--- config.mk ---
export PLATFORM = sky130hd
export DESIGN_NAME = slt_cell
export DESIGN_NICKNAME = d
export VERILOG_FILES = /design/src/rtl/slt_pkg.sv /design/src/rtl/slt_cell.sv
export SDC_FILE = /design/constraint.sdc
export NUM_CORES = 1
export LEC_CHECK = 0
export ABC_AREA = 1
export BUFFER_PORTS_ARGS = -buffer_cell sky130_fd_sc_hd__buf_2
export CAP_MARGIN = 20
export CORE_ASPECT_RATIO = 0.6
export CORE_MARGIN = 2
export CORE_UTILIZATION = 47
export DETAILED_ROUTE_END_ITERATION = 10
export PLACE_DENSITY = 0.87
export SYNTH_ARGS = -nofsm -noshare
export SYNTH_HDL_FRONTEND = slang
export SYNTH_SLANG_ARGS = --single-unit
--- constraint.sdc ---
create_clock -name clk -period 4.4 [get_ports clk]
set_clock_uncertainty 0.1 [all_clocks]
set_input_delay 0.66 -clock clk [delete_from_list [all_inputs] [get_ports clk]]
set_output_delay 0.66 -clock clk [all_outputs]
set_load 0.02 [all_outputs]
--- src/rtl/slt_pkg.sv ---
// slt_pkg: shared types and codes for the sorted list table.
// Holds the command and status codes, the entry type and the cell control struct.
// No dependencies.
`timescale 1ns / 1ps
`default_nettype none

package slt_pkg;

    // Entry value as stored and compared
    typedef logic signed [31:0] value_t;

    // Operation codes carried on s_tuser
    typedef enum logic [1:0] {
        CMD_INSERT = 2'd0,
        CMD_SEARCH = 2'd1,
        CMD_REMOVE = 2'd2
    } cmd_t;

    // Result status codes
    localparam logic [1:0] STATUS_OK    = 2'd0;
    localparam logic [1:0] STATUS_FULL  = 2'd1;
    localparam logic [1:0] STATUS_EMPTY = 2'd2;

    // Field widths on the stream ports
    localparam int CMD_W   = 2;
    localparam int VALUE_W = 32;
    localparam int COUNT_W = 7;
    localparam int OUT_W   = 16;

    // Controller states
    typedef enum logic {
        ST_IDLE,
        ST_APPLY
    } state_t;

    // Strobes broadcast from the controller to every cell
    typedef struct packed {
        logic cmp_en;
        logic ins_en;
        logic rem_en;
    } cell_ctl_t;

endpackage

`default_nettype wire

--- src/rtl/slt_cell.sv ---
// slt_cell: one slot of the ordered chain.
// Holds one entry, compares it with the request value and shifts with its neighbors.
// Depends on slt_pkg.
`timescale 1ns / 1ps
`default_nettype none

module slt_cell (
    input  wire                logic        clk,
    input  wire                logic        rst_n,
    input  wire slt_pkg::cell_ctl_t         ctl,
    input  wire slt_pkg::value_t            cmp_value,
    input  wire slt_pkg::value_t            ins_value,
    input  wire slt_pkg::value_t            left_entry,
    input  wire                logic        left_valid,
    input  wire                logic        left_after,
    input  wire slt_pkg::value_t            right_entry,
    input  wire                logic        right_valid,
    output slt_pkg::value_t                 entry,
    output logic                            valid,
    output logic                            after,
    output logic                            eq
);
    import slt_pkg::*;

    value_t entry_reg, entry_next;
    logic   valid_reg, valid_next;
    logic   after_reg, after_next;
    logic   eq_reg, eq_next;

    // Compare, then insert with right shift or remove with left shift
    always_comb
    begin
        entry_next = entry_reg;
        valid_next = valid_reg;
        after_next = after_reg;
        eq_next    = eq_reg;
        if (ctl.cmp_en)
        begin
            after_next = !valid_reg || (entry_reg >= cmp_value);
            eq_next    = valid_reg && (entry_reg == cmp_value);
        end
        if (ctl.ins_en && after_reg)
        begin
            entry_next = left_after ? left_entry : ins_value;
            valid_next = valid_reg | left_valid;
        end
        if (ctl.rem_en && after_reg)
        begin
            entry_next = right_entry;
            valid_next = right_valid;
        end
    end

    // Control flags
    always_ff @(posedge clk or negedge rst_n)
    begin
        if (!rst_n)
        begin
            valid_reg <= 1'b0;
            after_reg <= 1'b0;
            eq_reg    <= 1'b0;
        end
        else
        begin
            valid_reg <= valid_next;
            after_reg <= after_next;
            eq_reg    <= eq_next;
        end
    end

    // Entry payload
    always_ff @(posedge clk)
    begin
        entry_reg <= entry_next;
    end

    assign entry = entry_reg;
    assign valid = valid_reg;
    assign after = after_reg;
    assign eq    = eq_reg;

endmodule

`default_nettype wire

After elaboration in Yosys (flattened, before gate mapping)
Cells that the tools add are included. W data, S select, Z words.

Bitwise gates (word level): 1. Reductions and logical operators: 6. Order comparisons: 1. Eq/ne operators: 1. Multiplexer cells: 5.

Operators with widths (count): $mux W32 (3); $eq A32 B32 Y1 (1); $ge A32 B32 Y1 (1); $logic_and A1 B1 Y1 (3); $mux W1 (2); $reduce_bool A2 Y1 (1); $logic_not A1 Y1 (1); $logic_or A1 B1 Y1 (1); $or A1 B1 Y1 (1).

Register bits after elaboration: 35. Word-level logic and storage cells: 18. Output and inout port bits: 35. Bits of input ports: 136.

Logic depth before layout (Yosys ltp)
Gate-level depths: netlist (run 1).

Depth after elaboration: 3. Gate-level depth with buffers: 17. Mapped depth without buffers: 17.

Least setup slack after synthesis (run 1)
Ideal clock, no wire load.

Path type: in2reg. Start point: in ctl[0] (netlist name). End point: reg entry_reg[0], in the netlist entry[0], enable pin. Buffers on the path: 0. Library setup time: 389 ps. Slack: 2465 ps. Arrival time: 1445 ps. Stages on the path: 2. Required time: 3911 ps. Path through: nand2_1 -> nand2_1.

Longest elaborated chain between the ends: 2.

Ends and longest elaborated chain: start: declaration (line slt_cell.sv:10) `input wire slt_pkg::cell_ctl_t ctl,`; $logic_and A1 B1 Y1 (line slt_cell.sv:47) `if (ctl.rem_en && after_reg)`; $reduce_bool A2 Y1 (no line); end signal: assignment (line slt_cell.sv:74) `entry_reg <= entry_next;`; end: declaration (line slt_cell.sv:25) `value_t entry_reg, entry_next;`.

No other way between the ends. A chain may end at the register's enable or synchronous reset.

Worst setup path after layout (run 1)
Start point: in ctl[0] (netlist name). End point: reg entry_reg[20], in the netlist entry[20], data pin.

Longest elaborated chain between the ends: 2.

Ends and longest elaborated chain (line): $logic_and A1 B1 Y1 (slt_cell.sv:47); $mux W32 (slt_cell.sv:47); via entry_next[20] (slt_cell.sv:25).

The timed path passes the listed nets, and every way through them passes these cells.

==> results of run 1 <==
## worst min path at each step
stage / endpoint / cells past startpoint
2_1_floorplan: after / 0
3_3_place_gp: eq / 1
3_5_place_dp: after / 1
4_1_cts: after / 1
5_1_grt: after / 1
6_report: after / 1
## cells in the mapped netlist (all sizes together)
master    n  area, um^2
a21o      1        7.51
a21oi    13        65.1
a311oi    1        8.76
and3      1        6.26
buf       9        41.3
clkbuf    5        18.8
dfrtp     3        75.1
edfxtp   32         961
ha       32         400
inv      75         282
nand2   110         415
nand3     3        15.0
nand4     1        6.26
nor2     14        57.6
nor3      1        10.0
o21a      1        7.51
o21ai    66         330
o22ai     1        6.26
or2       1        6.26
## critical path, stage by stage
cell	delay (ns)
sky130_fd_sc_hd__buf_2	0.08
sky130_fd_sc_hd__nand2_1	0.08
sky130_fd_sc_hd__inv_1	0.70
sky130_fd_sc_hd__buf_4	0.40
sky130_fd_sc_hd__o21ai_0	0.15
## routing by layer
layer | up-vias | share of wire (%) | track usage (%)
met5 | - | 0 | 0
met4 | 0 | 0.79 | 4.67
met3 | 6 | 6.9 | 4.59
met2 | 104 | 48 | 38.7
met1 | 1207 | 45 | 29.2
li1 | 1510 | - | -
## power by group through the flow
stage	clock network [mW]	logic, mW	registers [mW]
after floorplan	0	0.355	0.743
after global placement	0	0.730	0.605
after detailed placement	0	0.764	0.610
after CTS	0.221	0.769	0.604
after global routing	0.237	0.862	0.620
final	0.220	0.762	0.602
## placed cells by master (no fill, tap or decap), drive strengths merged, types with 3 or more instances in the layout
master    n
buf     172
nand2   110
inv      75
o21ai    66
ha       32
edfxtp   32
nor2     14
a21oi    13
clkbuf    7
nand3     3
dfrtp     3
## cell type report
class / count / area, um^2
Fill cell: 512 / 1860
Multi-Input combinational cell: 246 / 1340
Sequential cell: 35 / 1040
Timing Repair Buffer: 172 / 866
Inverter: 75 / 282
Tap cell: 80 / 100
Clock buffer: 7 / 76.3
Clock inverter: 1 / 5.00
## kinds of logic (layout without fill, tap and decap cells)
logic type / Yosys count / in the layout / synth area share [%]
buffers and inverters: 89 / 255 / 12.6
AO/OA/AOI/OAI: 83 / 83 / 15.6
flip-flops: 35 / 35 / 38.1
AND/OR/NAND/NOR: 131 / 131 / 19.0
adder cells (fa/ha/maj): 32 / 32 / 14.7
==> impl_summary.log, run 1 <==
INFO  metric clk_root_buffer_cell = sky130_fd_sc_hd__clkbuf_8
INFO  metric timing.rr.end = entry[20]
INFO  metric critPathKind = input port to flop
INFO  metric pre_cts_ws = 1.93 ns
INFO  metric tritoncts_clock_tree = built
INFO  metric tightest_slew = 0.942 ns
INFO  metric finalWorstPathRequiredPeriod = 2.17 ns
INFO  metric critical_path.reg2reg.startpoint = after
INFO  metric rows = 21
INFO  metric critPathCapture = entry[20]
INFO  metric detailed_place_hpwl = 6.02 mm
INFO  metric routedWlPerCell = 11.7 um
INFO  metric report.final.slew_viol_count = 0
INFO  metric grt_first_pass_wirelength = 11.6 mm
INFO  metric top_level_ports = 171
INFO  metric ctsHtreeMaxLevel = 2
INFO  metric clock_power_share = 13.9%
INFO  metric synth-warning-count = 0
INFO  metric detailedRoute.firstPassIterationCount = 4
INFO  metric cap_violations = 0
INFO  metric switching_share = 42.0%
INFO  metric synthesis.nets = 538
INFO  metric sequentialPowerShare = 38.0%
INFO  metric reg2regPathDepth = 4
INFO  metric cellPowerDensity = 427 nW/um^2
INFO  metric number_of_hold_slack_violations_in_the_final_timing_report = 0
INFO  metric number_of_non_filler_instances_in_the_completed_layout = 616
INFO  metric cts_buffers = 5
INFO  metric place.port_buffers = 170
INFO  metric layout_worst_path_cycle_share = 49.4%
INFO  metric dr.first_iter.drc_count = 90
INFO  metric floorplan.initialDensity = 48.8%
INFO  metric layout_cell_share_with_drive_strength_beyond_1 = 34.3%
INFO  metric antenna_violations_before_repair = 0
INFO  metric worstPathArrival = 2.08 ns
INFO  metric maximum_number_of_pins_on_one_net_before_global_route_repair = 65
INFO  metric wl_final = 7.20 mm
INFO  metric vias = 2827
INFO  metric rsz0062_at_grt = false
INFO  metric worst_slew_margin_rel = 37.2%
INFO  metric clock-sinks = 35
INFO  metric floorplan.die_area = 6430 um^2
INFO  metric vdd_drop_max = 0.000177 V
INFO  metric timing.critical_path.to_type = flop
INFO  metric grt_pass1_vias = 2708
INFO  metric crit_path_start_kind = input port
INFO  metric nNetsFinal = 703
INFO  metric setup.worst_path.start = ctl[0]
INFO  metric setup_viol_count_final = 0
INFO  metric internal-power = 0.919 mW
INFO  metric remaining_drc_errors = 0
INFO  metric drt_via_density = 4.59
INFO  metric die_w = 102 um
INFO  metric largest_register_ff_count = 32
INFO  metric cts_repair_resize_count = 0
INFO  metric fmax = 0.460 GHz
INFO  metric critPathMaxFanout = 36
INFO  metric total_power = 1.58 mW
INFO  metric design_area = 3710 um^2
INFO  metric worst_skew_pair.late_latency = 0.28 ns
INFO  metric timing.reg2reg.setup_slack = 2.24 ns
INFO  metric syn-cell-area = 2720 um^2
INFO  metric hp-class = input port to async pin
INFO  metric postLayoutSetupSlackWorst = 2.23 ns
INFO  metric power.net_switching = 0.666 mW
INFO  metric layout-area-overhead-vs-synth = 36.3%
INFO  metric power_leakage = 2.10 nW
INFO  metric seq_area_frac_synth = 38.1%
INFO  metric cells_after_synthesis = 370
INFO  metric grt-ovfl-total = 0
INFO  metric post_route_hold_slack = 0.0626 ns
INFO  metric globalRouteTotalUtil = 22.5%
INFO  metric drtAntennaViolNets = 0
INFO  metric critical_path_required = 4.31 ns
INFO  metric clk_pin_slew = 0.07 ns
INFO  metric status = complete, no violations
INFO  metric core_area = 5570 um^2
INFO  metric place_area = 3630 um^2
INFO  metric place.gp.congestion = 0.876
INFO  metric syn_area_per_cell = 7.35 um^2
INFO  metric power.share.combinational = 48.1%
INFO  metric antenna_cells = 0
INFO  metric postCtsHoldBufs = 0
INFO  metric yosysUniqueCellTypes = 24
INFO  metric numPlacedInstances = 608
INFO  metric setup_tns = 0 ns
INFO  metric final_core_util = 66.6%
INFO  metric postSynthRegisterBits = 35
INFO  metric postCtsSetupRepairBufs = 0
INFO  metric floorplan.die.height = 62.9 um
INFO  metric clock_tree.buffer_depth = 2
Note: power is estimated with default switching activity, not from simulation.
==> inputs of run 2 (changes only) <==
CORE_UTILIZATION = 39   (was 47)
PLACE_DENSITY = 0.77   (was 0.87)
clock period = 1.8 ns   (was 4.4 ns; I/O delays follow)
==> impl_summary.log, run 2 (synthesized netlist as in run 1, its figures left out) <==
INFO  metric status = complete, no violations
INFO  metric dr.first_iter.drc_count = 89 (-1.1%)
INFO  metric final_core_util = 60.1% (-6.4 points)
INFO  metric antenna_violations_before_repair = 0 (unchanged)
INFO  metric worstPathArrival = 1.88 ns (-0.20 ns)
INFO  metric power_leakage = 2.20 nW (+4.7%)
INFO  metric filler_cell_count = 629 (+23%)
INFO  metric cap_violations = 0 (unchanged)
INFO  metric layout_worst_path_cycle_share = 98.5%
INFO  metric floorplan.die_area = 7680 um^2 (+19%)
INFO  metric grt_first_pass_wirelength = 11.5 mm (-0.78%)
INFO  metric cellPowerDensity = 1100 nW/um^2 (+160%)
INFO  metric worst_slew_margin_rel = 76.8% (+40 points)
INFO  metric vias = 2898 (+2.5%)
INFO  metric timing.critical_path.to_type = flop
INFO  metric top_level_ports = 171 (unchanged)
INFO  metric reg2regPathDepth = 10 (+6)
INFO  metric floorplan.die.height = 68.7 um (+9.2%)
INFO  metric fmax = 0.564 GHz
INFO  metric detailedRoute.firstPassIterationCount = 6 (+2)
INFO  metric rsz0062_at_grt = true
INFO  metric finalWorstPathRequiredPeriod = 1.77 ns
INFO  metric core_area = 6710 um^2 (+20%)
INFO  metric layout-area-overhead-vs-synth = 48.3%
INFO  metric mostFrequentLayoutCell = sky130_fd_sc_hd__buf_2
INFO  metric grt-ovfl-total = 0 (unchanged)
INFO  metric timing.critical_path.slowest_stage_cell = sky130_fd_sc_hd__edfxtp_1
INFO  metric wl_final = 7.57 mm (+5.1%)
INFO  metric crit_path_start_kind = flop
INFO  metric clock_tree.buffer_depth = 2 (unchanged)
INFO  metric layout_cell_share_with_drive_strength_beyond_1 = 38.7% (+4.4 points)
INFO  metric crit_chain = ha_4 > nand2_1 > nor2_1 > nand2_2 > nor3_4 > nand2_1 > and3_1 > nand3_1 > nand2_1 > inv_1
INFO  metric clk_root_buffer_cell = sky130_fd_sc_hd__clkbuf_16
INFO  metric largest_register_ff_count = 32 (unchanged)
INFO  metric tightest_slew = 0.344 ns (-0.597 ns)
INFO  metric antenna_cells = 0 (unchanged)
INFO  metric tritoncts_clock_tree = built
INFO  metric ctsHtreeMaxLevel = 2 (unchanged)
INFO  metric critical_path.reg2reg.startpoint = entry[27]
INFO  metric detailed_place_hpwl = 6.11 mm (+1.6%)
INFO  metric critical_path_required = 1.91 ns (-2.40 ns)
INFO  metric remaining_drc_errors = 0 (unchanged)
INFO  metric critPathKind = flop to flop
INFO  metric min_from = right_valid
INFO  metric die_w = 112 um (+9.4%)
INFO  metric mostFrequentLayoutCells = 170 x sky130_fd_sc_hd__buf_2, 104 x sky130_fd_sc_hd__nand2_1, 73 x sky130_fd_sc_hd__inv_1
INFO  metric rows = 23 (+9.5%)
INFO  metric setup_viol_count_final = 0 (unchanged)
INFO  metric cp_common_cell = sky130_fd_sc_hd__nand2_1
INFO  metric critPathMaxStageDelay = 0.44 ns (-0.26 ns)
INFO  metric timing.hold.worst_path_depth = 3
INFO  metric floorplan.initialDensity = 40.6% (-8.3 points)
INFO  metric worst_skew_pair.late_latency = 0.27 ns (about the same)
INFO  metric hp-class = input port to flop
INFO  metric globalRouteTotalUtil = 18.8% (-3.7 points)
INFO  metric cts_buffers = 5 (unchanged)
INFO  metric critPathMaxFanout = 2 (-94%)
INFO  metric postLayoutSetupSlackWorst = 0.0271 ns (-2.20 ns)
INFO  metric number_of_hold_slack_violations_in_the_final_timing_report = 0 (unchanged)
INFO  metric maximum_number_of_pins_on_one_net_before_global_route_repair = 65 (unchanged)
INFO  metric timing.reg2reg.setup_slack = 0.03 ns (-2.21 ns)
INFO  metric vdd_drop_max = 0.000862 V (+390%)
INFO  metric drt_via_density = 4.59 (about the same)
INFO  metric routedWlPerCell = 12.0 um (+2.4%)
INFO  metric min_to = valid
INFO  metric report.final.slew_viol_count = 0 (unchanged)
INFO  metric place.port_buffers = 170 (unchanged)
INFO  metric drtAntennaViolNets = 0 (unchanged)
INFO  metric timing.rr.end = after
INFO  metric place.gp.congestion = 0.791 (-9.6%)
INFO  metric pre_cts_ws = -0.0437 ns (-1.98 ns)
INFO  metric clk_pin_slew = 0.06 ns (about the same)
INFO  metric clock-sinks = 35 (unchanged)
INFO  metric total_power = 4.42 mW (+180%)
INFO  metric grt_pass1_vias = 2621 (-3.2%)
INFO  metric nNetsFinal = 712 (+1.3%)
[run 2: cell types whose count changed in the layout (fill, tap and decap cells not counted), moves of 3 or more]
| cell | previous run | this run |
|---|---|---|
| sky130_fd_sc_hd__buf_12 | 0 | 3 |
| sky130_fd_sc_hd__buf_4 | 2 | 7 |
| sky130_fd_sc_hd__clkbuf_16 | 0 | 5 |
| sky130_fd_sc_hd__clkbuf_8 | 5 | 0 |
| sky130_fd_sc_hd__ha_1 | 32 | 24 |
| sky130_fd_sc_hd__ha_4 | 0 | 8 |
| sky130_fd_sc_hd__nand2_1 | 109 | 104 |
| sky130_fd_sc_hd__nand2_2 | 1 | 6 |
[run 2: critical path, delay by kind of cell, from the launching register on]
kind | cells | cell delay [ns]
fa+ha+maj | 1 | 0.30
simple gates | 8 | 0.84
buf+inv | 1 | 0.04
flops | 1 | 0.44
[run 2: metal layers]
metal / vias to the layer above / track usage, % / part of all wire, %
met5: - / 0 / 0
met4: 0 / 3.55 / 0.61
met3: 4 / 4.02 / 6.0
met2: 100 / 33.2 / 48
met1: 1260 / 24.7 / 46
li1: 1534 / - / -
[run 2: where the power goes]
| part | leakage (nW) | switching, mW | internal (mW) |
|---|---|---|---|
| combinational | 1.78 | 1.26 | 0.852 |
| clock | 0.0679 | 0.289 | 0.510 |
| sequential | 0.355 | 0.212 | 1.30 |
[run 2: through the flow]
step           cell area (um^2)  hold slack [ns]  TNS [ns]  std cells
4_1_cts                    3890            0.145         0        629
3_5_place_dp               3680          -0.0254   -0.0437        616
2_1_floorplan              2720           -0.126         0        370
5_1_grt                    4030            0.167   -0.0849        632
6_report                   4030            0.156         0        632
3_3_place_gp               3680          -0.0288   -0.0134        616
[run 2: what timing repair did]
| action | 4_1_cts | 5_1_grt |
|---|---|---|
| pin swaps | 9 | 13 |
| endpoints found under the hold margin | 3 | 0 |
| gates resized for setup | 3 | 19 |
| setup endpoints to repair | 1 | 2 |
| setup buffers | 4 | 3 |
| hold buffers | 1 | 0 |
[run 2: cell type report]
type	instances	area (um^2)	area share [%]
clock buffers	7	133	3.29
flip-flops and latches	35	1040	25.7
repair buffers	181	973	24.1
inverters	75	282	6.98
well taps	87	109	2.70
clock inverters	1	5.00	0.124
multi-input cells	246	1500	37.1
[run 2: worst max-delay path by stage]
stage	start	endpoint	slack, ns	cells after the start
2_1_floorplan	after	entry[0]	0.001	2
3_3_place_gp	entry[31]	after	-0.01	10
3_5_place_dp	entry[31]	after	-0.04	10
4_1_cts	entry[29]	after	0.008	10
5_1_grt	entry[29]	after	-0.08	10
6_report	entry[27]	after	0.03	10
