==> src/rtl/slt_pkg.sv <==
// slt_pkg: shared types and codes for the sorted list table.
// Holds the command and status codes, the entry type and the cell control struct.
// No dependencies.
`timescale 1ns / 1ps
`default_nettype none

package slt_pkg;

    // Entry value as stored and compared
    typedef logic signed [31:0] value_t;

    // Operation codes carried on s_tuser
    typedef enum logic [1:0] {
        CMD_INSERT = 2'd0,
        CMD_SEARCH = 2'd1,
        CMD_REMOVE = 2'd2
    } cmd_t;

    // Result status codes
    localparam logic [1:0] STATUS_OK    = 2'd0;
    localparam logic [1:0] STATUS_FULL  = 2'd1;
    localparam logic [1:0] STATUS_EMPTY = 2'd2;

    // Field widths on the stream ports
    localparam int CMD_W   = 2;
    localparam int VALUE_W = 32;
    localparam int COUNT_W = 7;
    localparam int OUT_W   = 16;

    // Controller states
    typedef enum logic {
        ST_IDLE,
        ST_APPLY
    } state_t;

    // Strobes broadcast from the controller to every cell
    typedef struct packed {
        logic cmp_en;
        logic ins_en;
        logic rem_en;
    } cell_ctl_t;

endpackage

`default_nettype wire

==> src/rtl/slt_ctrl.sv <==
// slt_ctrl: request sequencer, entry count and result register of the sorted list table.
// Drives the cell strobes and packs the result onto the output stream.
// Depends on slt_pkg.
`timescale 1ns / 1ps
`default_nettype none

module slt_ctrl #(
    parameter int CAPACITY = 64
) (
    input  wire logic                           clk,
    input  wire logic                           rst_n,
    input  wire logic                           s_tvalid,
    output logic                                s_tready,
    input  wire logic [slt_pkg::CMD_W-1:0]      s_tuser,
    input  wire logic [slt_pkg::VALUE_W-1:0]    s_tdata,
    input  wire logic                           hit,
    output slt_pkg::cell_ctl_t                  ctl,
    output slt_pkg::value_t                     ins_value,
    output logic                                m_tvalid,
    input  wire logic                           m_tready,
    output logic [slt_pkg::OUT_W-1:0]           m_tdata
);
    import slt_pkg::*;

    localparam int CW = $clog2(CAPACITY + 1);

    state_t            state_reg, state_next;
    logic [CMD_W-1:0]  cmd_reg, cmd_next;
    value_t            value_reg, value_next;
    logic [CW-1:0]     count_reg, count_next;
    logic              m_tvalid_reg, m_tvalid_next;
    logic [OUT_W-1:0]  m_tdata_reg, m_tdata_next;

    logic              accept;
    logic              out_free;
    logic              apply;
    logic              full;
    logic              empty;
    logic              found_d;
    logic [1:0]        status_d;
    logic              ins_d;
    logic              rem_d;
    logic [CW+6:0]     count_ext;

    assign accept   = s_tvalid && s_tready;
    assign out_free = !m_tvalid_reg || m_tready;
    assign full     = (count_reg == CW'(CAPACITY));
    assign empty    = (count_reg == '0);

    // Next state
    always_comb
    begin
        state_next = state_reg;
        unique case (state_reg)
            ST_IDLE:
            begin
                if (s_tvalid)
                    state_next = ST_APPLY;
            end
            ST_APPLY:
            begin
                if (out_free)
                    state_next = ST_IDLE;
            end
            default: state_next = ST_IDLE;
        endcase
    end

    // State outputs
    always_comb
    begin
        s_tready = 1'b0;
        apply    = 1'b0;
        unique case (state_reg)
            ST_IDLE:  s_tready = 1'b1;
            ST_APPLY: apply    = out_free;
            default:  s_tready = 1'b0;
        endcase
    end

    // Decode the held request against the compare results
    always_comb
    begin
        found_d  = 1'b0;
        status_d = STATUS_OK;
        ins_d    = 1'b0;
        rem_d    = 1'b0;
        unique case (cmd_reg)
            CMD_INSERT:
            begin
                if (full)
                    status_d = STATUS_FULL;
                else
                    ins_d = 1'b1;
            end
            CMD_SEARCH:
            begin
                if (empty)
                    status_d = STATUS_EMPTY;
                else
                    found_d = hit;
            end
            CMD_REMOVE:
            begin
                if (empty)
                    status_d = STATUS_EMPTY;
                else
                begin
                    found_d = hit;
                    rem_d   = hit;
                end
            end
            default: found_d = 1'b0;
        endcase
    end

    // Count, request hold and result register
    always_comb
    begin
        cmd_next      = cmd_reg;
        value_next    = value_reg;
        count_next    = count_reg;
        m_tvalid_next = m_tvalid_reg;
        m_tdata_next  = m_tdata_reg;
        if (m_tready)
            m_tvalid_next = 1'b0;
        if (accept)
        begin
            cmd_next   = s_tuser;
            value_next = s_tdata;
        end
        if (apply)
        begin
            if (ins_d)
                count_next = count_reg + CW'(1);
            else if (rem_d)
                count_next = count_reg - CW'(1);
            m_tvalid_next = 1'b1;
        end
        count_ext = (CW + 7)'(count_next);
        if (apply)
            m_tdata_next = {{(OUT_W - COUNT_W - 3){1'b0}}, count_ext[COUNT_W-1:0],
                            status_d, found_d};
    end

    always_ff @(posedge clk or negedge rst_n)
    begin
        if (!rst_n)
        begin
            state_reg    <= ST_IDLE;
            count_reg    <= '0;
            m_tvalid_reg <= 1'b0;
        end
        else
        begin
            state_reg    <= state_next;
            count_reg    <= count_next;
            m_tvalid_reg <= m_tvalid_next;
        end
    end

    always_ff @(posedge clk)
    begin
        cmd_reg     <= cmd_next;
        value_reg   <= value_next;
        m_tdata_reg <= m_tdata_next;
    end

    // Compare at acceptance, shift on the apply cycle
    assign ctl.cmp_en = accept;
    assign ctl.ins_en = apply && ins_d;
    assign ctl.rem_en = apply && rem_d;
    assign ins_value  = value_reg;
    assign m_tvalid   = m_tvalid_reg;
    assign m_tdata    = m_tdata_reg;

endmodule

`default_nettype wire

==> config.mk <==
export PLATFORM = sky130hd
export DESIGN_NAME = slt_ctrl
export DESIGN_NICKNAME = d
export VERILOG_FILES = /design/src/rtl/slt_pkg.sv /design/src/rtl/slt_ctrl.sv
export SDC_FILE = /design/constraint.sdc
export NUM_CORES = 1
export LEC_CHECK = 0
export BUFFER_PORTS_ARGS = -buffer_cell sky130_fd_sc_hd__buf_2
export CELL_PAD_IN_SITES_DETAIL_PLACEMENT = 0
export CELL_PAD_IN_SITES_GLOBAL_PLACEMENT = 1
export CORE_MARGIN = 10
export CORE_UTILIZATION = 39
export CTS_CLUSTER_SIZE = 8
export DETAILED_ROUTE_END_ITERATION = 8
export PLACE_DENSITY_LB_ADDON = 0.08
export SLEW_MARGIN = 20
export SYNTH_ARGS = -nofsm -noshare
export SYNTH_HDL_FRONTEND = slang
export SYNTH_SLANG_ARGS = --single-unit
export TNS_END_PERCENT = 1
==> constraint.sdc <==
create_clock -name clk -period 4.05 [get_ports clk]
set_clock_uncertainty 0.1 [all_clocks]
set_input_delay 0.2025 -clock clk [delete_from_list [all_inputs] [get_ports clk]]
set_output_delay 0.2025 -clock clk [all_outputs]
set_load 0.05 [all_outputs]
# Word level (Yosys, flattened, before mapping)
# Cells that the tools add are included.
[word_totals]
inputBits = 39
ff_bits = 53
output_inout_bits = 53
elab_cells = 39
[op_classes]
reduce_logical = 9
n_eq_ne = 3
n_mux = 17
n_addsub = 2
n_bitwise = 1
[op_table]
columns = ["cell", "count"]
rows = [
  ["$mux 7", 3],
  ["$mux 1", 11],
  ["$add 7x1->7 const B", 1],
  ["$eq 7x7->1 const B", 1],
  ["$logic_not 7->1", 1],
  ["$sub 7x1->7 const B", 1],
  ["$pmux 2 s2", 1],
  ["$logic_and 1x1->1", 3],
  ["$eq 2x1->1 const B", 1],
  ["$eq 2x2->1 const B", 1],
  ["$logic_not 2->1", 1],
  ["$mux 2", 1],
  ["$pmux 1 s2", 1],
  ["$reduce_bool 2->1", 1],
  ["$reduce_or 2->1", 1],
  ["$logic_not 1->1", 1],
  ["$logic_or 1x1->1", 1],
  ["$not 1->1", 1],
]

# Logic depth before layout (Yosys ltp)
# Gate-level depths: netlist of run 1.
[logic_depth]
word_depth = 6
depth_mapped = 8
ltp_nobuf = 7

# Worst setup path after synthesis of run 1
# No wires, ideal clock.
[synth_path]
kind = "flip-flop to output port"
startpoint = "register state_reg"
endpoint = "output ctl[2] in the netlist's numbering"
required_time_ns = 3.748
path_buffers = 1
arrival_time_ns = 2.393
path_stages_with_launch = 3
path_slack_ns = 1.355
path_cell_list = "dfrtp_1 nor2b_1 buf_4"
[synth_between]
elab_chain_len = 2
[synth_rtl]
columns = ["item", "line", "rtl"]
rows = [
  ["from (decl)", "slt_ctrl.sv:27", "state_t state_reg, state_next;"],
  ["from (signal assigned)", "slt_ctrl.sv:156", "state_reg <= state_next;"],
  ["$mux 1", "slt_ctrl.sv:74", "unique case (state_reg)"],
  ["$logic_and 1x1->1", "slt_ctrl.sv:45", "assign accept = s_tvalid && s_tready;"],
  ["to (decl)", "slt_ctrl.sv:17", "output slt_pkg::cell_ctl_t ctl,"],
]
# No other way between the ends.

==> results of run 1 <==
-- synth_stat cells, types with 2 or more instances --
cell / count
and3_2: 2
inv_1: 7
nand4_1: 2
o21ai_0: 3
a21oi_2: 2
xor2_1: 4
ha_1: 6
nor2_1: 7
a21oi_1: 2
mux2i_1: 2
a31oi_1: 2
nand2_1: 5
nor3_1: 3
dfrtp_1: 9
edfxtp_1: 44
buf_4: 7
-- where the power goes --
part | switching, uW | total, uW | internal (uW)
clock network | 168 | 307 | 139
logic | 612 | 797 | 185
registers | 87.2 | 860 | 773
-- final timing paths --
kind,start,to,cells past startpoint
max reg2reg,count_reg[4]$_DFF_PN0_,m_tdata[6]$_DFFE_PP_,5
min in group asynchronous,rst_n,count_reg[6]$_DFF_PN0_,2
min,s_tvalid,state_reg$_DFF_PN0_,3
max,count_reg[0]$_DFF_PN0_,ctl[0],6
min reg2reg,count_reg[6]$_DFF_PN0_,count_reg[6]$_DFF_PN0_,1
max in group asynchronous,rst_n,count_reg[1]$_DFF_PN0_,2
-- layer usage --
| metal | up-vias | share of wire [%] |
|---|---|---|
| met1 | 668 | 37 |
| met5 | - | 0 |
| met2 | 55 | 53 |
| met3 | 2 | 9.4 |
| li1 | 687 | - |
| met4 | 0 | 0.55 |
-- final cells by class --
type | instances | area (sq um)
fill | 402 | 2135
sequential | 53 | 1546
timing repair buffer | 120 | 775.7
multi-input combinational | 62 | 440.4
tap | 70 | 87.58
clock buffer | 6 | 82.58
inverter | 7 | 26.28
clock inverter | 2 | 13.76
-- worst min-delay path, stage by stage --
cell    delay [ps]
buf_2           90
nor2_1          40
nor2_1          70
-- logic make-up after synthesis --
family,count (synthesis)
flops,53
simple gates,29
buf+inv,16
compound gates,14
fa+ha+maj,6
xor+xnor,5
mux,2
other cells,1
-- stage by stage --
step / hold WS, ps / cells
floorplan: -193.1 / 131
global placement: -28.53 / 277
detailed placement: -25.56 / 277
CTS: 32.88 / 320
global route: 70.82 / 320
finish: 42.60 / 320
-- what timing repair did --
item | CTS | global route
hold buffers | 35 | 0
resized for setup | 0 | 0
endpoints found under the hold margin | 43 | 0
==> flow_metrics.env, run 1 <==
export IMPL_grt_pass1_wl_um=7748
export IMPL_end_kind="output port"
export IMPL_hpwlAfterDp_um=3522
export IMPL_final_layout_size_suffix_gt1_share_pct=41.20
export IMPL_synthArstFlopShare_pct=16.98
export IMPL_layout_commonest_cell="buf_2"
export IMPL_place_port_buffers=85
export IMPL_p_total_uw=1965
export IMPL_seq_area_frac_synth_pct=75.23
export IMPL_cts_reportedPaths_clkPinSlew_ps=90
export IMPL_ios=92
export IMPL_finalInstanceArea_sq_mm=0.002973
export IMPL_cts_htree_levels=2
export IMPL_gp_congestion=0.8018
export IMPL_muxShareOfSynthArea_pct=0.9738
export IMPL_synthFlopType="edfxtp_1"
export IMPL_fin_crit_sh_pct=56.94
export IMPL_cts_tree="yes"
export IMPL_die_x_um=92.60
export IMPL_outcome="finished clean"
export IMPL_syn_inst=126
export IMPL_grt_ovfl_total=0
export IMPL_setup_violations=0
export IMPL_synth_top_area_share_pct=64.27
export IMPL_nNetsFinal=294
export IMPL_cpPeakStageDelay_ps=450
export IMPL_wl_um=4870
export IMPL_grt_usage_pct=11.34
export IMPL_slowest_stage="dfrtp_1"
export IMPL_post_route_min_period_ps=2306
export IMPL_clkLatencyLatePin_ps=300
export IMPL_synth_xor_area_share_pct=2.130
export IMPL_post_cts_buffers=0
export IMPL_met1_usage_pct=11.12
export IMPL_rows=26
export IMPL_syn_to_final_growth_pct=44.61
export IMPL_finalWorstSetupSlack_ps=1744
export IMPL_slew_headroom_pct=37.72
export IMPL_yosys_top_cells_area="edfxtp_1 64%, dfrtp_1 11%, ha_1 3.7%"
export IMPL_via_count=1412
export IMPL_crit_arrival_ps=2000
export IMPL_critPathTopFamily="flip-flops"
export IMPL_layout_common_cells="85 x buf_2, 44 x edfxtp_1, 35 x dlygate4sd3_1, 9 x dfrtp_1"
export IMPL_synth_compound_area_share_pct=4.687
export IMPL_synth_warning_count=0
export IMPL_dp_slack_ps=1889
export IMPL_p_per_area_mw_per_mm2=661.0
export IMPL_grt_max_degree=36
export IMPL_core_sq_mm=0.005107
export IMPL_drt_iter0_drc=60
export IMPL_peakVddDrop_uv=356.1
export IMPL_post_route_drc_count=0
export IMPL_fin_util_pct=58.21
export IMPL_viasPerCell=4.413
export IMPL_ant_nets=0
export IMPL_tns_ps=0
export IMPL_rsz0062_at_grt="false"
export IMPL_clock_root_buffer="clkbuf_8"
export IMPL_fmax_mhz=433.6
export IMPL_cp_num_buf_inv=2
export IMPL_die_h_um=92.60
export IMPL_use_met3_pct=5.488
export IMPL_clock_path_buffers=2
export IMPL_yosysTopAreaCell="edfxtp_1"
export IMPL_grt_pass1_vias=1559
export IMPL_crit_type="reg2out"
export IMPL_crit_required_ps=3750
export IMPL_grt_busiest_layer="met2"
export IMPL_synth_top_family_by_area="simple AND/OR/NAND/NOR gates"
export IMPL_rrSetupSlack_ps=1840
export IMPL_syn_area_sq_mm=0.002056
export IMPL_cap_violations=0
export IMPL_p_leak_uw=0.001305
export IMPL_place_area_sq_mm=0.002526
export IMPL_cts_sinks=53
export IMPL_initial_core_util_pct=40.25
export IMPL_synth_fa_ha_area_share_pct=3.652
export IMPL_worstMarginPinSlew_ps=932.2
export IMPL_yosys_register_bits=53
export IMPL_crit_chain="inv_1 -> ha_1 -> and2b_1 -> a21oi_1 -> and2_1 -> buf_2"
export IMPL_synth_area_per_cell_sq_um=16.32
export IMPL_finalMaxSlewViolations=0
export IMPL_antenna_found_initial=0
export IMPL_largest_reg_flops=32
export IMPL_cp_max_fo=6
export IMPL_die_area_sq_mm=0.008575
export IMPL_synthDistinctLibCells=35
export IMPL_worstHoldPathType="in2reg"
export IMPL_diodes=0
export IMPL_dr_pass1_iters=4
export IMPL_cp_start_kind="register"
export IMPL_cts_buffers_inserted=5
export IMPL_wl_per_cell_um=15.22
export IMPL_final_hold_violation_count=0
export IMPL_synthSimpleGateAreaFrac_pct=8.521
export IMPL_grtUsageMet2_pct=20.76
export IMPL_synth_edff_count=44
Note: power is estimated with default switching activity, not from simulation.
==> run 2, diff against run 1 <==
--- a/config.mk
+++ b/config.mk
@@ -9,7 +9,7 @@
 export CELL_PAD_IN_SITES_DETAIL_PLACEMENT = 0
 export CELL_PAD_IN_SITES_GLOBAL_PLACEMENT = 1
 export CORE_MARGIN = 10
-export CORE_UTILIZATION = 39
+export CORE_UTILIZATION = 33
 export CTS_CLUSTER_SIZE = 8
 export DETAILED_ROUTE_END_ITERATION = 8
 export PLACE_DENSITY_LB_ADDON = 0.08
==> constraint.sdc (replaced) <==
create_clock -name clk -period 1.85 [get_ports clk]
set_clock_uncertainty 0.1 [all_clocks]
set_input_delay 0.0925 -clock clk [delete_from_list [all_inputs] [get_ports clk]]
set_output_delay 0.0925 -clock clk [all_outputs]
set_load 0.05 [all_outputs]
==> run 2 against run 1 <==
Die area rose by 14%. Global-route usage fell by 0.72 points. The run now ends with setup timing left. Cell count rose by 8.1%. Critical path type is now reg2reg. Clock-buffer cell count fell by 1. Final area rose by 9.6%.
==> flow_metrics.env, run 2 (synthesis results as in run 1) <==
export IMPL_p_per_area_mw_per_mm2=1472
export IMPL_antenna_found_initial=0
export IMPL_cp_max_fo=7
export IMPL_grt_pass1_wl_um=8397
export IMPL_post_route_drc_count=0
export IMPL_core_sq_mm=0.005991
export IMPL_hpwlAfterDp_um=3710
export IMPL_rows=28
export IMPL_outcome="complete, but fails checks"
export IMPL_cp_num_buf_inv=1
export IMPL_nNetsFinal=316
export IMPL_layout_commonest_cell="buf_2"
export IMPL_end_kind="register"
export IMPL_peakVddDrop_uv=711.7
export IMPL_cts_reportedPaths_clkPinSlew_ps=90
export IMPL_crit_arrival_ps=1920
export IMPL_grt_pass1_vias=1689
export IMPL_power_switching_uw=2024
export IMPL_grt_max_degree=36
export IMPL_worstHoldPathType="in2reg"
export IMPL_die_h_um=98.93
export IMPL_cts_buffers_inserted=5
export IMPL_slowest_stage="dfrtp_1"
export IMPL_viasPerCell=4.332
export IMPL_crit_chain="inv_2 -> ha_4 -> and2b_2 -> a31o_4 -> a21o_4 -> a21oi_2 -> xor2_1"
export IMPL_p_sw_share_pct=42.18
export IMPL_cts_htree_levels=2
export IMPL_cp_start_kind="register"
export IMPL_critPathTopFamily="compound AO/OA/AOI/OAI gates"
export IMPL_ios=92
export IMPL_final_hold_violation_count=0
export IMPL_finalWorstSetupSlack_ps=-41.41
export IMPL_setup_violations=6
export IMPL_p_leak_uw=0.001419
export IMPL_ant_nets=0
export IMPL_multi_input_area_sq_um=510.5
export IMPL_drt_iter0_drc=35
export IMPL_clkLatencyLatePin_ps=300
export IMPL_fmax_mhz=528.7
export IMPL_nFillCells=521
export IMPL_cts_sinks=53
export IMPL_via_count=1499
export IMPL_die_x_um=98.93
export IMPL_diodes=0
export IMPL_crit_required_ps=1880
export IMPL_final_layout_size_suffix_gt1_share_pct=50.55
export IMPL_register_area_sq_mm=0.001546
export IMPL_cpPeakStageDelay_ps=370
export IMPL_clock_root_buffer="clkbuf_8"
export IMPL_clock_path_buffers=2
export IMPL_final_cells=346
export IMPL_dr_pass1_iters=4
export IMPL_power_frac_seq_pct=38.2
export IMPL_grt_ovfl_total=0
export IMPL_gp_congestion=0.7731
export IMPL_crit_type="reg2reg"
export IMPL_largest_reg_flops=32
export IMPL_wl_um=5281
export IMPL_violations="setup timing"
export IMPL_cts_tree="yes"
export IMPL_post_route_min_period_ps=1891
export IMPL_placed_cells=296
export IMPL_initial_core_util_pct=34.31
export IMPL_p_clk_share_pct=15.8
export IMPL_layout_common_cells="83 x buf_2, 44 x edfxtp_1, 37 x dlygate4sd3_1, 17 x buf_4, 9 x dfrtp_1"
export IMPL_fin_crit_sh_pct=102.2
export IMPL_grt_usage_pct=10.62
export IMPL_p_total_uw=4797
export IMPL_comb_power_share_pct=46.0
export IMPL_finalMaxSlewViolations=0
export IMPL_wl_per_cell_um=15.26
export IMPL_rsz0062_at_grt="true"
export IMPL_place_port_buffers=85
export IMPL_p_int_uw=2774
export IMPL_cap_violations=0
export IMPL_syn_to_final_growth_pct=58.55
export IMPL_die_area_sq_mm=0.009786
-- run 2: power groups by stage --
| stage | logic (uW) | registers [uW] | clock network, uW |
|---|---|---|---|
| finish | 2210 | 1830 | 758 |
| global placement | 1970 | 1840 | 0 |
| CTS | 2210 | 1830 | 778 |
| global route | 2360 | 1860 | 829 |
| detailed placement | 1980 | 1850 | 0 |
| floorplan | 602 | 2630 | 0 |
-- run 2: layer usage --
metal  track usage, %  routed length [um]  share of wire, %  vias to the layer above
li1                 -                   -                 -                      729
met5                0                   0                 0                        -
met4            2.977                  50              0.95                        0
met3            6.774                 635                12                        7
met1            10.70                1921                36                      706
met2            17.79                2674                51                       57
-- run 2: stage by stage --
| stage | setup TNS [ps] | area (sq um) | hold WS, ps | setup slack [ps] | utilization (%) |
|---|---|---|---|---|---|
| 4_1_cts | -168.1 | 3236 | 16.60 | -44.90 | 54.01 |
| 3_3_place_gp | -16.52 | 2659 | -134.2 | -10.22 | 44.38 |
| 5_1_grt | -672.9 | 3259 | 45.03 | -107.3 | 54.41 |
| 2_1_floorplan | -230.4 | 2086 | -303.1 | -50.97 | - |
| 6_report | -134.1 | 3259 | 30.72 | -41.41 | 54.41 |
| 3_5_place_dp | -194.9 | 2659 | -124.2 | -58.82 | 44.38 |
-- run 2: repair_timing --
item,CTS,global route
hold endpoints to repair,45,0
gates cloned,0,0
endpoints found under the setup margin,8,13
pin swaps,5,3
buffers inserted,6,1
hold buffers,37,0
resized for setup,19,5
-- run 2: worst paths after layout --
check | start | to | cells past startpoint | slack [ps]
worst max-delay path | count_reg[1]$_DFF_PN0_ | m_tdata[7]$_DFFE_PP_ | 7 | -40
worst min-delay path | hit | m_tdata[0]$_SDFFCE_PP0P_ | 3 | 30
worst max register to register | count_reg[1]$_DFF_PN0_ | m_tdata[7]$_DFFE_PP_ | 7 | -40
worst min register to register | count_reg[6]$_DFF_PN0_ | count_reg[6]$_DFF_PN0_ | 1 | 490
max in group asynchronous | rst_n | state_reg$_DFF_PN0_ | 2 | 1350
min in group asynchronous | rst_n | count_reg[6]$_DFF_PN0_ | 2 | 80
-- run 2: area by class of cell --
type	instances	area share, %
sequential	53	47.45
timing repair buffer	142	30.02
multi-input combinational	62	15.66
tap	75	2.879
clock buffer	5	2.111
clock inverter	2	1.075
inverter	7	0.8061
-- run 2: worst min-delay path, delay by kind of cell --
kind / cells / cell delay [ps]
AO/OA/AOI/OAI: 1 / 30
buffers and inverters: 1 / 100
AND/OR/NAND/NOR: 1 / 50
==> run 3, diff against run 2 <==
--- a/config.mk
+++ b/config.mk
@@ -8,7 +8,7 @@
 export BUFFER_PORTS_ARGS = -buffer_cell sky130_fd_sc_hd__buf_2
 export CELL_PAD_IN_SITES_DETAIL_PLACEMENT = 0
 export CELL_PAD_IN_SITES_GLOBAL_PLACEMENT = 1
-export CORE_MARGIN = 10
+export CORE_MARGIN = 1
 export CORE_UTILIZATION = 33
 export CTS_CLUSTER_SIZE = 8
 export DETAILED_ROUTE_END_ITERATION = 8
==> run 3 against run 2 <==
The flow still finishes with violations (setup timing). Critical path type unchanged. Clock-buffer cell count unchanged. Final area about the same. First-iteration DRC count increased by 49%. Die area decreased by 33%. Critical endpoint is now m_tdata[9]$_DFFE_PP_. Global-route usage increased by 4.0 points.
==> flow_metrics.env, run 3 (synthesis results as in run 1) <==
export IMPL_largest_reg_flops=32
export IMPL_cts_htree_levels=2
export IMPL_rrSetupSlack_ps=-40
export IMPL_r2r_start="count_reg[1]$_DFF_PN0_"
export IMPL_wl_per_cell_um=12.56
export IMPL_worstHoldStart="hit"
export IMPL_outcome="complete, but fails checks"
export IMPL_p_total_uw=4701
export IMPL_rsz0062_at_grt="true"
export IMPL_reg2reg_to="m_tdata[9]$_DFFE_PP_"
export IMPL_initial_core_util_pct=34.52
export IMPL_post_route_drc_count=0
export IMPL_worstHoldPathType="in2reg"
export IMPL_nFillCells=544
export IMPL_fin_crit_sh_pct=102.4
export IMPL_drt_iter0_drc=52
export IMPL_die_h_um=80.93
export IMPL_die_area_sq_mm=0.006549
export IMPL_cp_start_kind="register"
export IMPL_finalWorstSetupSlack_ps=-43.91
export IMPL_whs_endpoint="m_tdata[0]$_SDFFCE_PP0P_"
export IMPL_grt_max_degree=30
export IMPL_clock_path_buffers=2
export IMPL_place_area_sq_mm=0.002674
export IMPL_final_layout_size_suffix_gt1_share_pct=52.19
export IMPL_grt_pass1_wl_um=7038
export IMPL_ant_nets=0
export IMPL_crit_required_ps=1810
export IMPL_hpwlAfterDp_um=3051
export IMPL_fmax_mhz=528.0
export IMPL_post_route_min_period_ps=1894
export IMPL_gp_congestion=0.7523
export IMPL_peakVddDrop_uv=798.5
export IMPL_cts_tree="yes"
export IMPL_diodes=0
export IMPL_grt_usage_pct=14.64
export IMPL_hold_path_depth=3
export IMPL_layout_commonest_cell="buf_2"
export IMPL_via_count=1531
export IMPL_setup_violations=6
export IMPL_cts_reportedPaths_clkPinSlew_ps=100
export IMPL_die_x_um=80.93
export IMPL_dr_pass1_iters=4
export IMPL_rows=28
export IMPL_viasPerCell=4.387
export IMPL_nNetsFinal=318
export IMPL_antenna_found_initial=0
export IMPL_ios=92
export IMPL_syn_to_final_growth_pct=58.49
export IMPL_wl_um=4385
export IMPL_core_sq_mm=0.005956
export IMPL_reg2regPathDepth=7
export IMPL_final_hold_violation_count=0
export IMPL_finalMaxSlewViolations=0
export IMPL_cp_max_fo=7
export IMPL_grt_pass1_vias=1566
export IMPL_p_per_area_mw_per_mm2=1443
export IMPL_clkLatencyLatePin_ps=300
export IMPL_cap_violations=0
export IMPL_end_kind="register"
export IMPL_finalInstanceArea_sq_mm=0.003258
export IMPL_layout_common_cells="83 x buf_2, 44 x edfxtp_1, 37 x dlygate4sd3_1, 21 x buf_4, 9 x dfrtp_1"
export IMPL_clock_root_buffer="clkbuf_8"
export IMPL_violations="setup timing"
export IMPL_grt_ovfl_total=0
export IMPL_crit_arrival_ps=1860
export IMPL_place_port_buffers=85
export IMPL_crit_type="reg2reg"
export IMPL_p_leak_uw=0.001419
export IMPL_cts_sinks=53
export IMPL_cts_buffers_inserted=5
==> run 3: worst max path at each step <==
stage | startpoint | depth (start not counted) | to
after CTS | count_reg[2]$_DFF_PN0_ | 5 | ctl[0]
after global placement | count_reg[5]$_DFF_PN0_ | 5 | m_tdata[6]$_DFFE_PP_
final | count_reg[1]$_DFF_PN0_ | 7 | m_tdata[9]$_DFFE_PP_
after floorplan | count_reg[0]$_DFF_PN0_ | 7 | m_tdata[9]$_DFFE_PP_
after global routing | count_reg[1]$_DFF_PN0_ | 7 | m_tdata[7]$_DFFE_PP_
after detailed placement | cmd_reg[1]$_DFFE_PP_ | 7 | m_tdata[6]$_DFFE_PP_
==> run 3: worst max-delay path: stages, from the launching register on <==
cell and delay [ps]:
dfrtp_1 380, inv_2 60, ha_4 160, and2b_2 210, a31o_2 240, a21o_4 240, o21ai_1 170, o31ai_2 90
==> run 3: layer usage <==
| layer | vias to the layer above | global-route usage, % | share of wire, % |
|---|---|---|---|
| met5 | - | 0 | 0 |
| met4 | 0 | 4.821 | 1.4 |
| met3 | 5 | 4.831 | 6.8 |
| met2 | 64 | 26.47 | 52 |
| met1 | 725 | 16.03 | 40 |
| li1 | 737 | - | - |
==> run 3: final cells by class <==
class / count / area (sq um) / share of cell area (%)
Multi-Input combinational cell: 62 / 511.7 / 15.71
Clock inverter: 3 / 25.02 / 0.7681
Timing Repair Buffer: 144 / 985.9 / 30.26
Sequential cell: 53 / 1546 / 47.47
Inverter: 7 / 26.28 / 0.8065
Tap cell: 75 / 93.84 / 2.880
Clock buffer: 5 / 68.82 / 2.112
==> run 3: through the flow <==
step / hold WS [ps] / TNS (ps) / worst slack, ps / util, % / std cells
after floorplan: -303.1 / -230.4 / -50.97 / - / 131
after global placement: -134.8 / -131.1 / -63.28 / 44.90 / 298
after detailed placement: -130.7 / -364.4 / -95.19 / 44.90 / 298
after CTS: 28.57 / -115.6 / -27.14 / 53.87 / 347
after global routing: 30.98 / -954.5 / -124.5 / 54.71 / 349
final: 37.41 / -167.0 / -43.91 / 54.71 / 349
==> run 3: where the power goes <==
part / internal (uW) / total (uW) / switching [uW]
sequential: 1690 / 1840 / 146
clock: 276 / 669 / 392
combinational: 701 / 2200 / 1500
total: 2670 / 4700 / 2030
==> run 3: repair_timing <==
action,in CTS,in global routing
gates cloned,0,0
setup buffers,4,2
hold buffers,37,0
hold endpoints to repair,45,0
gates resized for setup,16,8
pin swaps,4,7
endpoints found under the setup margin,13,14
